$ cat src/design/wscfr_pkg.sv
// ----------------------------------------------------------------------------
// WebSocket frame receiver package
// Shared types and constants for the frame receiver.
// ----------------------------------------------------------------------------
`default_nettype none
package wscfr_pkg;

   typedef enum logic [1:0] {
      FUNC_BYTE  = 2'd0,
      FUNC_LCLOSE = 2'd1,
      FUNC_NEWCON = 2'd2,
      FUNC_NONE  = 2'd3
   } func_type;

   typedef enum logic [2:0] {
      EV_NONE     = 3'd0,
      EV_MSG_BYTE = 3'd1,
      EV_MSG_END  = 3'd2,
      EV_PONG     = 3'd3,
      EV_PONG_NIL = 3'd4,
      EV_CLOSE    = 3'd5,
      EV_PROTO    = 3'd6,
      EV_TOO_BIG  = 3'd7
   } event_type;

   localparam logic [15:0] CODE_NORMAL   = 16'd1000;
   localparam logic [15:0] CODE_PROTOCOL = 16'd1002;
   localparam logic [15:0] CODE_NONE     = 16'd1005;
   localparam logic [15:0] CODE_ABNORMAL = 16'd1006;
   localparam logic [15:0] CODE_TOO_BIG  = 16'd1009;
   localparam logic [31:0] MAX_MSG_RESET = 32'd1048576;

   localparam logic [3:0] OP_CONT  = 4'd0;
   localparam logic [3:0] OP_TEXT  = 4'd1;
   localparam logic [3:0] OP_BIN   = 4'd2;
   localparam logic [3:0] OP_CLOSE = 4'd8;
   localparam logic [3:0] OP_PING  = 4'd9;
   localparam logic [3:0] OP_PONG  = 4'd10;

   // queued item from front to back
   typedef struct packed {
      logic [1:0] func;
      logic [7:0] rx_byte;
   } item_type;

   // one result item
   typedef struct packed {
      logic [2:0]  event_res;
      logic [7:0]  data_byte;
      logic        last_byte;
      logic        message_binary;
      logic [15:0] close_code;
      logic        send_close;
      logic [15:0] reply_code;
      logic        link_open;
   } result_type;

endpackage
`default_nettype wire

$ cat src/design/wscfr_queue.sv
// ----------------------------------------------------------------------------
// Item queue
// Two-entry queue that parts the input side from the parser.
// ----------------------------------------------------------------------------
`default_nettype none
module wscfr_queue (
   input  wire logic                 clock,
   input  wire logic                 reset,
   input  wire logic                 in_valid,
   output logic                      in_ready,
   input  wire wscfr_pkg::item_type  in_item,
   output logic                      out_valid,
   input  wire logic                 out_ready,
   output wscfr_pkg::item_type       out_item
);
   wscfr_pkg::item_type mem_ff [2];
   logic       wr_ptr_ff, rd_ptr_ff;
   logic [1:0] count_ff;
   logic       push, pop;

   assign in_ready  = (count_ff != 2'd2);
   assign out_valid = (count_ff != 2'd0);
   assign out_item  = mem_ff[rd_ptr_ff];
   assign push = in_valid & in_ready;
   assign pop  = out_valid & out_ready;

   always_ff @(posedge clock) begin
      if (reset) begin
         wr_ptr_ff <= 1'b0;
         rd_ptr_ff <= 1'b0;
         count_ff  <= 2'd0;
      end else begin
         if (push) wr_ptr_ff <= ~wr_ptr_ff;
         if (pop) rd_ptr_ff <= ~rd_ptr_ff;
         count_ff <= count_ff + {1'b0, push} - {1'b0, pop};
      end
      if (push) mem_ff[wr_ptr_ff] <= in_item;
   end
endmodule
`default_nettype wire

$ cat src/design/wscfr_parser.sv
// ----------------------------------------------------------------------------
// Frame parser
// Header parse and checks, payload routing, close and error handling.
// ----------------------------------------------------------------------------
`default_nettype none
module wscfr_parser #(
   parameter int MESSAGE_SIZE_BITS = 32
) (
   input  wire logic                  clock,
   input  wire logic                  reset,
   input  wire logic [31:0]           max_message_size,
   input  wire logic                  in_valid,
   output logic                       in_ready,
   input  wire wscfr_pkg::item_type   in_item,
   output logic                       out_valid,
   input  wire logic                  out_ready,
   output wscfr_pkg::result_type      out_result
);
   typedef enum logic [2:0] {
      PH_HDR0, PH_HDR1, PH_EXT, PH_PAY, PH_DEAD
   } phase_type;

   localparam int TW = MESSAGE_SIZE_BITS;

   phase_type phase_ff, phase_in;
   logic        fin_ff, fin_in;
   logic [3:0]  op_ff, op_in;
   logic [2:0]  lbc_ff, lbc_in;
   logic [63:0] len_ff, len_in;
   logic [TW-1:0] tot_ff, tot_in;
   logic        inmsg_ff, inmsg_in;
   logic        bin_ff, bin_in;
   logic        csent_ff, csent_in;
   logic [15:0] rcode_ff, rcode_in;
   logic        rsv_ff, rsv_in;
   logic        mask_ff, mask_in;
   logic        ovalid_ff;
   wscfr_pkg::result_type res_ff, res_in;

   logic        take;
   logic [7:0]  b;
   logic [6:0]  l7;
   logic [63:0] hlen, ext_len, len_dec;
   logic [64:0] sum;
   logic        mask_now;
   logic        hdr_done, too_big, proto_err, op_ok, is_ctl;

   assign in_ready   = ~ovalid_ff | out_ready;
   assign take       = in_valid & in_ready;
   assign out_valid  = ovalid_ff;
   assign out_result = res_ff;
   assign b  = in_item.rx_byte;
   assign l7 = b[6:0];
   assign ext_len = {len_ff[55:0], b};
   assign len_dec = len_ff - 64'd1;
   assign hlen = (phase_ff == PH_HDR1) ? {57'd0, l7} : ext_len;
   assign mask_now = (phase_ff == PH_HDR1) ? b[7] : mask_ff;
   assign sum  = {{(65-TW){1'b0}}, tot_ff} + {1'b0, hlen};
   assign is_ctl = op_ff[3];
   assign too_big = (hlen > {32'd0, max_message_size}) |
                    (sum > {33'd0, max_message_size});
   always_comb begin
      unique case (op_ff)
         wscfr_pkg::OP_CONT:  op_ok = inmsg_ff;
         wscfr_pkg::OP_TEXT,
         wscfr_pkg::OP_BIN:   op_ok = ~inmsg_ff;
         wscfr_pkg::OP_CLOSE,
         wscfr_pkg::OP_PING,
         wscfr_pkg::OP_PONG:  op_ok = 1'b1;
         default:             op_ok = 1'b0;
      endcase
   end
   assign proto_err = hlen[63] | mask_now |
                      (is_ctl & (~fin_ff | (hlen > 64'd125)));

   always_comb begin
      phase_in = phase_ff; fin_in = fin_ff; op_in = op_ff; lbc_in = lbc_ff;
      len_in = len_ff; tot_in = tot_ff; inmsg_in = inmsg_ff; bin_in = bin_ff;
      csent_in = csent_ff; rcode_in = rcode_ff; rsv_in = rsv_ff; mask_in = mask_ff;
      res_in = '0;
      hdr_done = 1'b0;
      if (in_item.func == wscfr_pkg::FUNC_LCLOSE) begin
         csent_in = 1'b1;
      end else if (in_item.func == wscfr_pkg::FUNC_NEWCON) begin
         phase_in = PH_HDR0; fin_in = 1'b0; op_in = '0; lbc_in = '0; len_in = '0;
         tot_in = '0; inmsg_in = 1'b0; bin_in = 1'b0; csent_in = 1'b0;
         rcode_in = wscfr_pkg::CODE_ABNORMAL; rsv_in = 1'b0; mask_in = 1'b0;
      end else if (in_item.func == wscfr_pkg::FUNC_BYTE) begin
         unique case (phase_ff)
            PH_HDR0: begin
               fin_in = b[7]; op_in = b[3:0]; rsv_in = |b[6:4]; phase_in = PH_HDR1;
            end
            PH_HDR1: begin
               if (rsv_ff) begin
                  res_in.event_res = wscfr_pkg::EV_PROTO;
                  res_in.send_close = ~csent_ff;
                  res_in.reply_code = csent_ff ? 16'd0 : wscfr_pkg::CODE_PROTOCOL;
                  csent_in = 1'b1; phase_in = PH_DEAD; inmsg_in = 1'b0; tot_in = '0;
               end else begin
                  mask_in = b[7];
                  len_in = {57'd0, l7};
                  if (l7 == 7'd126) begin
                     len_in = '0; lbc_in = 3'd1; phase_in = PH_EXT;
                  end else if (l7 == 7'd127) begin
                     len_in = '0; lbc_in = 3'd7; phase_in = PH_EXT;
                  end else begin
                     hdr_done = 1'b1;
                  end
               end
            end
            PH_EXT: begin
               len_in = ext_len;
               if (lbc_ff == 3'd0) hdr_done = 1'b1;
               else lbc_in = lbc_ff - 3'd1;
            end
            PH_PAY: begin
               if (len_ff == 64'd0) begin
                  phase_in = PH_HDR0;
               end else begin
                  len_in = len_dec;
                  if (len_dec == 64'd0) phase_in = PH_HDR0;
                  if (!is_ctl) begin
                     res_in.event_res = wscfr_pkg::EV_MSG_BYTE;
                     res_in.data_byte = b;
                     res_in.message_binary = bin_ff;
                     res_in.last_byte = (len_dec == 64'd0) & fin_ff;
                     if ((len_dec == 64'd0) & fin_ff) begin
                        inmsg_in = 1'b0; tot_in = '0;
                     end
                  end else if (op_ff == wscfr_pkg::OP_CLOSE) begin
                     if (lbc_ff == 3'd0) begin
                        rcode_in = {b, 8'd0}; lbc_in = 3'd1;
                     end else if (lbc_ff == 3'd1) begin
                        rcode_in = {rcode_ff[15:8], b}; lbc_in = 3'd2;
                     end
                     if (len_dec == 64'd0) begin
                        if (lbc_in < 3'd2) rcode_in = wscfr_pkg::CODE_NONE;
                        res_in.event_res = wscfr_pkg::EV_CLOSE;
                        res_in.close_code = rcode_in;
                        res_in.send_close = ~csent_ff;
                        res_in.reply_code = csent_ff ? 16'd0 :
                           ((lbc_in < 3'd2) ? wscfr_pkg::CODE_NORMAL : rcode_in);
                        csent_in = 1'b1; phase_in = PH_DEAD; inmsg_in = 1'b0;
                        tot_in = '0;
                     end
                  end else if (op_ff == wscfr_pkg::OP_PING) begin
                     res_in.event_res = wscfr_pkg::EV_PONG;
                     res_in.data_byte = b;
                     res_in.last_byte = (len_dec == 64'd0);
                  end
               end
            end
            default: ;
         endcase
         if (hdr_done) begin
            if (proto_err | (~is_ctl & too_big) | ~op_ok) begin
               res_in.event_res = (~proto_err & ~is_ctl & too_big) ?
                  wscfr_pkg::EV_TOO_BIG : wscfr_pkg::EV_PROTO;
               res_in.send_close = ~csent_ff;
               res_in.reply_code = csent_ff ? 16'd0 :
                  ((~proto_err & ~is_ctl & too_big) ? wscfr_pkg::CODE_TOO_BIG :
                   wscfr_pkg::CODE_PROTOCOL);
               csent_in = 1'b1; phase_in = PH_DEAD; inmsg_in = 1'b0; tot_in = '0;
            end else begin
               if (op_ff == wscfr_pkg::OP_CONT) tot_in = sum[TW-1:0];
               if ((op_ff == wscfr_pkg::OP_TEXT) | (op_ff == wscfr_pkg::OP_BIN)) begin
                  bin_in = (op_ff == wscfr_pkg::OP_BIN);
                  inmsg_in = 1'b1;
                  tot_in = hlen[TW-1:0];
               end
               lbc_in = 3'd0;
               if (hlen != 64'd0) begin
                  phase_in = PH_PAY;
               end else begin
                  phase_in = PH_HDR0;
                  if (op_ff == wscfr_pkg::OP_CLOSE) begin
                     rcode_in = wscfr_pkg::CODE_NONE;
                     res_in.event_res = wscfr_pkg::EV_CLOSE;
                     res_in.close_code = wscfr_pkg::CODE_NONE;
                     res_in.send_close = ~csent_ff;
                     res_in.reply_code = csent_ff ? 16'd0 : wscfr_pkg::CODE_NORMAL;
                     csent_in = 1'b1; phase_in = PH_DEAD; inmsg_in = 1'b0;
                     tot_in = '0;
                  end else if (op_ff == wscfr_pkg::OP_PING) begin
                     res_in.event_res = wscfr_pkg::EV_PONG_NIL;
                  end else if (~is_ctl & fin_ff) begin
                     res_in.event_res = wscfr_pkg::EV_MSG_END;
                     res_in.message_binary = bin_in;
                     inmsg_in = 1'b0; tot_in = '0;
                  end
               end
            end
         end
      end
      res_in.link_open = (phase_in != PH_DEAD);
   end

   always_ff @(posedge clock) begin
      if (reset) begin
         phase_ff <= PH_HDR0; fin_ff <= 1'b0; op_ff <= '0; lbc_ff <= '0;
         len_ff <= '0; tot_ff <= '0; inmsg_ff <= 1'b0; bin_ff <= 1'b0;
         csent_ff <= 1'b0; rcode_ff <= wscfr_pkg::CODE_ABNORMAL;
         rsv_ff <= 1'b0; mask_ff <= 1'b0; ovalid_ff <= 1'b0;
      end else begin
         if (take) begin
            phase_ff <= phase_in; fin_ff <= fin_in; op_ff <= op_in; lbc_ff <= lbc_in;
            len_ff <= len_in; tot_ff <= tot_in; inmsg_ff <= inmsg_in; bin_ff <= bin_in;
            csent_ff <= csent_in; rcode_ff <= rcode_in; rsv_ff <= rsv_in;
            mask_ff <= mask_in;
         end
         if (take) ovalid_ff <= 1'b1;
         else if (out_ready) ovalid_ff <= 1'b0;
      end
      if (take) res_ff <= res_in;
   end
endmodule
`default_nettype wire

$ cat src/design/websocket_client_frame_receiver.sv
// ----------------------------------------------------------------------------
// WebSocket client frame receiver
// Parses server-to-client frames one byte per item.
// ----------------------------------------------------------------------------
// Takes one item per cycle while results are accepted, and gives one result per
// item. Items pass a two-entry queue into the parser, which registers each
// result; a result is offered from the parser's result register once its item
// has passed the queue. Throughput is one item per cycle while rsp_tready is
// high, set by the header and payload update that the parser makes per item.
`default_nettype none
module websocket_client_frame_receiver #(
   parameter int MESSAGE_SIZE_BITS = 32
) (
   input  wire logic        clock,
   input  wire logic        reset,
   input  wire logic        csr_valid,
   output logic             csr_ready,
   input  wire logic [31:0] csr_data,
   input  wire logic        req_tvalid,
   output logic             req_tready,
   input  wire logic [7:0]  req_tdata,   // rx_byte
   input  wire logic [1:0]  req_tuser,   // func
   output logic             rsp_tvalid,
   input  wire logic        rsp_tready,
   // event_res, data_byte, message_binary, close_code, send_close,
   // reply_code, link_open, zero pad
   output logic [47:0]      rsp_tdata,
   output logic             rsp_tlast    // last_byte
);
   logic [31:0] max_ff;
   wscfr_pkg::item_type   qin, qout;
   wscfr_pkg::result_type res;
   logic q_valid, q_ready;

   assign csr_ready = 1'b1;
   always_ff @(posedge clock) begin
      if (reset) max_ff <= wscfr_pkg::MAX_MSG_RESET;
      else if (csr_valid) max_ff <= csr_data;
   end

   assign qin.func = req_tuser;
   assign qin.rx_byte = req_tdata;

   wscfr_queue u_queue (
      .clock, .reset,
      .in_valid(req_tvalid), .in_ready(req_tready), .in_item(qin),
      .out_valid(q_valid), .out_ready(q_ready), .out_item(qout)
   );

   wscfr_parser #(.MESSAGE_SIZE_BITS(MESSAGE_SIZE_BITS)) u_parser (
      .clock, .reset, .max_message_size(max_ff),
      .in_valid(q_valid), .in_ready(q_ready), .in_item(qout),
      .out_valid(rsp_tvalid), .out_ready(rsp_tready), .out_result(res)
   );

   assign rsp_tdata = {2'd0, res.link_open, res.reply_code, res.send_close,
                       res.close_code, res.message_binary, res.data_byte,
                       res.event_res};
   assign rsp_tlast = res.last_byte;
endmodule
`default_nettype wire

$ cat config.mk
export PLATFORM = sky130hd
export DESIGN_NAME = websocket_client_frame_receiver
export DESIGN_NICKNAME = d
export VERILOG_FILES = /design/src/design/wscfr_pkg.sv /design/src/design/wscfr_queue.sv /design/src/design/wscfr_parser.sv /design/src/design/websocket_client_frame_receiver.sv
export SDC_FILE = /design/constraint.sdc
export NUM_CORES = 1
export LEC_CHECK = 0
export BUFFER_PORTS_ARGS = -buffer_cell sky130_fd_sc_hd__buf_2
export CORE_MARGIN = 1.5
export CORE_UTILIZATION = 50
export CTS_BUF_LIST = sky130_fd_sc_hd__clkbuf_8 sky130_fd_sc_hd__clkbuf_16
export CTS_CLUSTER_DIAMETER = 60
export CTS_CLUSTER_SIZE = 20
export DETAILED_ROUTE_END_ITERATION = 6
export GPL_TIMING_DRIVEN = 1
export HOLD_SLACK_MARGIN = 0.05
export PLACE_DENSITY = 0.8
export SLEW_MARGIN = 20
export SYNTH_ARGS = -nofsm -noshare
export SYNTH_HDL_FRONTEND = slang
export SYNTH_SLANG_ARGS = --single-unit
$ cat constraint.sdc
create_clock -name clock -period 6.15 [get_ports clock]
set_clock_uncertainty 0.15 [all_clocks]
set_input_delay 0.615 -clock clock [delete_from_list [all_inputs] [get_ports clock]]
set_output_delay 0.615 -clock clock [all_outputs]
set_load 0.05 [all_outputs]
=== Word level (Yosys, flattened, before mapping) ===
Memories as Yosys holds them, arrays and structs flattened. A register that Yosys moved wholly into a read port is not among the register bits.
Cells that the tools add are included.

* Word-level logic and storage cells: 303
* Input port bits: 47
* Bits in read-only memories: 0
* Bits in writable memories: 20
* Memories: 1
* Bits in latches: 0
* Flip-flop bits (word level): 212

{| class="wikitable"
|+ Memory list
! memory !! depth !! bits a word !! rd ports !! clocked after Yosys merged registers in !! write ports !! RTL line !! RTL
|-
| u_queue.mem_ff || 2 || 10 || 1 || 1 || 1 || wscfr_queue.sv:16 || <nowiki>wscfr_pkg::item_type mem_ff [2];</nowiki>
|}

* Mux-type cells: 195
* Add/subtract/negate cells: 5
* Equal/unequal tests: 19
* Magnitude comparators: 4
* Bitwise logic cells: 28
* Reductions and logical operators: 26
* Divide/modulo/power cells: 0
* Shift-type cells: 0
* $mul: 0

{| class="wikitable"
|+ Operators by type and width
! cell !! number
|-
| 32-bit 2-to-1 mux || 16
|-
| 16-bit 2-to-1 mux || 31
|-
| 64-bit 2-to-1 mux || 6
|-
| 64-bit one-hot mux with 3 select lines || 1
|-
| 3-bit 2-to-1 mux || 44
|-
| 33-bit 2-to-1 mux || 4
|-
| 64-bit logical NOT || 2
|-
| 12-bit 2-to-1 mux || 6
|-
| 17-bit 2-to-1 mux || 4
|-
| 34-bit 2-to-1 mux || 2
|-
| 32-bit by 64-bit adder with 65-bit output || 1
|-
| 65-bit by 32-bit greater-than comparator with 1-bit output || 1
|-
| 64-bit by 32-bit greater-than comparator with 1-bit output || 1
|-
| 64-bit by 7-bit greater-than comparator with 1-bit output (second input constant) || 1
|-
| 32-bit one-hot mux with 2 select lines || 1
|-
| 64-bit nonzero test || 1
|-
| 64-bit by 1-bit subtractor with 64-bit output (second input constant) || 1
|-
| 1-bit 2-to-1 mux || 61
|-
| 46-bit 2-to-1 mux || 1
|-
| 17-bit one-hot mux with 2 select lines || 1
|-
| 10-bit 2-to-1 mux || 2
|-
| 3-bit one-hot mux with 3 select lines || 2
|-
| 7-bit == test (second input constant) || 2
|-
| 4-bit == test (second input constant) || 3
|-
| 40 further kinds || 82
|}

=== Depth between registers and ports, before layout ===
* Word-level depth: 33
* Depth in mapped cells: 29
* Gate-level depth less buffers: 25

=== Modules after synthesis ===
Synthesis repeated with hierarchy kept, for this count alone.

* Cells, all modules: 2274
* Area total of the unflattened synthesis: 17636.9 um^2

{| class="wikitable"
|+ Modules (own cells, without submodules)
! module !! sequential area each (um^2) !! area an instance (um^2) !! instances !! cells an instance
|-
| wscfr_parser || 3993.8 || 15484.9 || 1 || 2111
|-
| websocket_client_frame_receiver || 640.6 || 1196.1 || 1 || 108
|-
| wscfr_queue || 700.7 || 955.9 || 1 || 55
|}

=== Least setup slack after synthesis ===
Ideal clock, no wire load.

* Path type: reg2reg
* Start point: reg with a tool-made name
* End point: reg u_parser.res_ff (netlist bit u_parser.out_result[6]) (data pin)
* Setup time: 0.273 ns
* Stages on the path, launching flop included: 27
* Data arrival time: 6.110 ns
* Setup slack: -0.383 ns
* Path through: dfxtp_1 > clkbuf_1 > clkbuf_1 > mux2i_1 > inv_1 > ha_1 > and3_1 > nand2_1 > o211ai_1 > a31oi_1 > o32a_1 > o41ai_1 > a21boi_0 > xnor2_1 > ha_1 > nand4_1 > nor4_1 > o311ai_0 > nand4_1 > a221oi_1 > o21ai_0 > a21oi_1 > o221ai_2 > buf_2 > nand2_1 > nand3_1 > o21ai_0

{| class="wikitable"
|+ RTL lines
! item !! RTL line !! RTL
|-
| to (signal assigned) || wscfr_parser.sv:214 || <nowiki>if (take) res_ff <= res_in;</nowiki>
|-
| to (decl) || wscfr_parser.sv:38 || <nowiki>wscfr_pkg::result_type res_ff, res_in;</nowiki>
|}

==> results.ini <==
[run_status]
outcome=complete, no violations

[sta]
fin_ws_ns=0.228
worstMarginPinSlew_ns=1.16
drv_slew=0
hold_viol=0
rsz0062_at_grt=true
setup_viol=0
clock.fmax_ghz=0.169
maxSlewHeadroom_pct=22.1
period_share_pct=96.3
period_minus_slack_ns=5.92

[hold_path]
hold_path_depth=1
hold_path_class=in2reg
holdPathEnd=u_queue.mem_ff[0][9]$_DFFE_PP_
worstHoldStart=req_tuser[1]

[floorplan]
start_util_pct=50.6
num_rows=69
dieWidth_microns=193
coreArea_sq_um=35500
die-area_sq_um=37100
ios=99
die_h_microns=193

[grt]
antenna_found_initial=0
grt_max_degree=69
grt_overflow=0
grt_pass1_wl_mm=105
grt_pass1_vias=18400
track_usage_pct=36.6

[yosys]
async_flop_share_pct=0
synth_top_cell_by_area=dfxtp_1
synth_ff_type=dfxtp_1
ys_seq_area_share_pct=29.7
synthDistinctLibCells=89
yosysTopAreaCellShare_pct=18.5
postSynthAreaPerCell_sq_um=7.58
synthCells=2368
synth.most_common_cell=nor2_1
yosys_warnings=0
synth_edf_count=67
ys_ff_latch=233
netlist_area_sq_um=18000
netlist_top_cells_area=dfxtp_1, edfxtp_1, nor2_1
yosys-top-cells-count=nor2_1, nand2_1, clkbuf_1, dfxtp_1, a21oi_1

[setup_path]
cpMaxStageDelayCell=o32a_1
crit_arrival_ns=6.27
crit_fanout=7
reg2reg_to=u_parser.tot_ff[11]$_SDFFE_PP0P_
rrSetupSlack_ns=0.23
crit_path_end_kind=flip-flop
crit_path_max_incr_delay_ns=0.45
critPathKind=reg2reg
worst_path_most_repeated_cell=buf_4
required_ns=6.50
reg2reg_depth=28
start_kind=flip-flop

[cts]
clk_path_buf_depth=3
htree_levels=1
cts.clk_slew.worst_paths_ns=0.08
cts_root_buffer=clkbuf_16
numCtsBuffers=30
cts_tree=done
insertion_delay_ns=0.61
numClockSinks=233

[power]
p_comb_share_pct=42.5
p_seq_share_pct=29.0
powerDensity_nw_per_um2=319
p_switching_w=0.00304
switching_share_pct=45.6
p_int_w=0.00363
clock_power_share_pct=28.5
vdd_ir_drop_max_mv=0.352
leakagePower_nw=8.44
p_total_w=0.00668

[layout]
drive_above_1_share_pct=16.2
num_antenna_cells=0
fin_cells=2966
finalNetCount=2593
area_delta_synth_final_pct=16.7

[placement]
io_buffers=95
dp_cells=2898
place_congestion=0.993
dp_hpwl_mm=49.8
place_ws_ns=-0.348

[drt]
wire_per_inst_microns=23.6
drc=0
routed_wl_mm=69.9
drtIter0Drc=2677
first_pass_iters=6
avgViaCountPerCell=6.79
vias=20200
drtAntennaViolNets=0

[job]
drv_cap=0

## cells by family after synthesis
group	count (synthesis)	share of synthesized area, %
compound gates	727	26.8
xor+xnor	123	6.00
fa+ha+maj	76	5.18
buf+inv	284	6.10
flops	233	29.7
mux	47	2.65
other cells	2	0.0418
simple gates	876	23.6
## power by group through the flow
stage          registers, W  logic (W)  clock network, W
5_1_grt             0.00195    0.00299           0.00197
4_1_cts             0.00193    0.00271           0.00191
6_report            0.00194    0.00284           0.00190
3_3_place_gp        0.00195    0.00264                 0
3_5_place_dp        0.00196    0.00268                 0
2_1_floorplan       0.00235    0.00136                 0
## worst max-delay path: cells and delay by family (launching register included)
family / cells / cell delay, ns
compound gates: 11 / 2.31
xor+xnor: 1 / 0.07
fa+ha+maj: 2 / 0.59
buf+inv: 7 / 0.97
flops: 1 / 0.41
mux: 1 / 0.24
simple gates: 6 / 1.06
## placed cells by master, fill, tap and decap left out, types with 14 or more instances in the layout
cell       netlist  routed
nand3_1         52      51
nand2b_1        34      34
nor2_1         275     275
o31ai_1         19      19
or3_1           15      15
nand4_1         31      31
o21ai_0        152     144
and2_1          22      21
xnor2_1         80      76
dfxtp_1        166     165
a21o_1          30      30
o22ai_1         41      41
or2_2           16      14
xor2_1          43      43
edfxtp_1        67      67
a21oi_1        161     157
inv_1           93      91
mux2i_1         43      38
clkbuf_16        0      31
buf_2            8      94
a22oi_1         77      77
nor2b_1         22      21
a211oi_1        22      21
o211ai_1        25      25
nor3_1          91      89
ha_1            64      63
nand2_1        215     214
buf_4            3     170
a31oi_1         31      29
nor4_1          39      37
## sequential cells by signal, indices dropped and copies added, names as in the netlist, 2 cells and up, named ones only
signal / count
u_parser.rcode_ff: 16
u_parser.len_ff: 64
u_parser.phase_ff: 3
u_queue.mem_ff: 20
max_ff: 32
u_parser.lbc_ff: 3
u_queue.count_ff: 2
u_parser.tot_ff: 32
u_parser.out_result: 47
u_parser.op_ff: 4
## metal layers
layer | GRT usage [%] | part of all wire [%] | routed length (microns)
met1 | 49.0 | 40 | 27700
met2 | 57.0 | 44 | 30600
met3 | 7.71 | 12 | 8290
met4 | 15.3 | 4.8 | 3380
met5 | 0 | 0 | 0
## worst max-delay path by stage
stage / start / to
global placement: flip-flop / u_parser.out_result[8]$_SDFFCE_PP0P_
detailed placement: flip-flop / u_parser.out_result[28]$_SDFFCE_PP0P_
global route: flip-flop / u_parser.tot_ff[24]$_SDFFE_PP0P_
floorplan: flip-flop / u_parser.out_result[6]$_SDFFCE_PP0P_
finish: flip-flop / u_parser.tot_ff[11]$_SDFFE_PP0P_
CTS: flip-flop / u_parser.out_result[7]$_SDFFCE_PP0P_
## cell type report
cell class	instances	area [sq um]
fill	3256	14500
multi-input combinational	1852	11800
sequential	233	5340
timing repair buffer	271	1850
clock buffer	31	776
tap	461	577
inverter	93	349
clock inverter	25	314
## what timing repair did
| action | 4_1_cts | 5_1_grt |
|---|---|---|
| pin swaps | 9 | 21 |
| hold buffers | 2 | 0 |
| resized for setup | 8 | 38 |
| hold endpoints to repair | 4 | 0 |
| buffers inserted | 4 | 6 |
| endpoints found under the setup margin | 69 | 69 |
## per-stage QoR
step / hold WS [ns] / TNS, ns / cell area (sq um) / utilization (%)
finish: 0.0725 / 0 / 21000 / 59.1
global route: 0.0555 / -0.0365 / 21000 / 59.1
detailed placement: 0.310 / -14.33 / 19600 / 55.2
global placement: 0.294 / -3.00 / 19600 / 55.2
CTS: 0.0504 / 0 / 20800 / 58.5
floorplan: 0.284 / 0 / 18000 / -
Note: power is estimated with default switching activity, not from simulation.
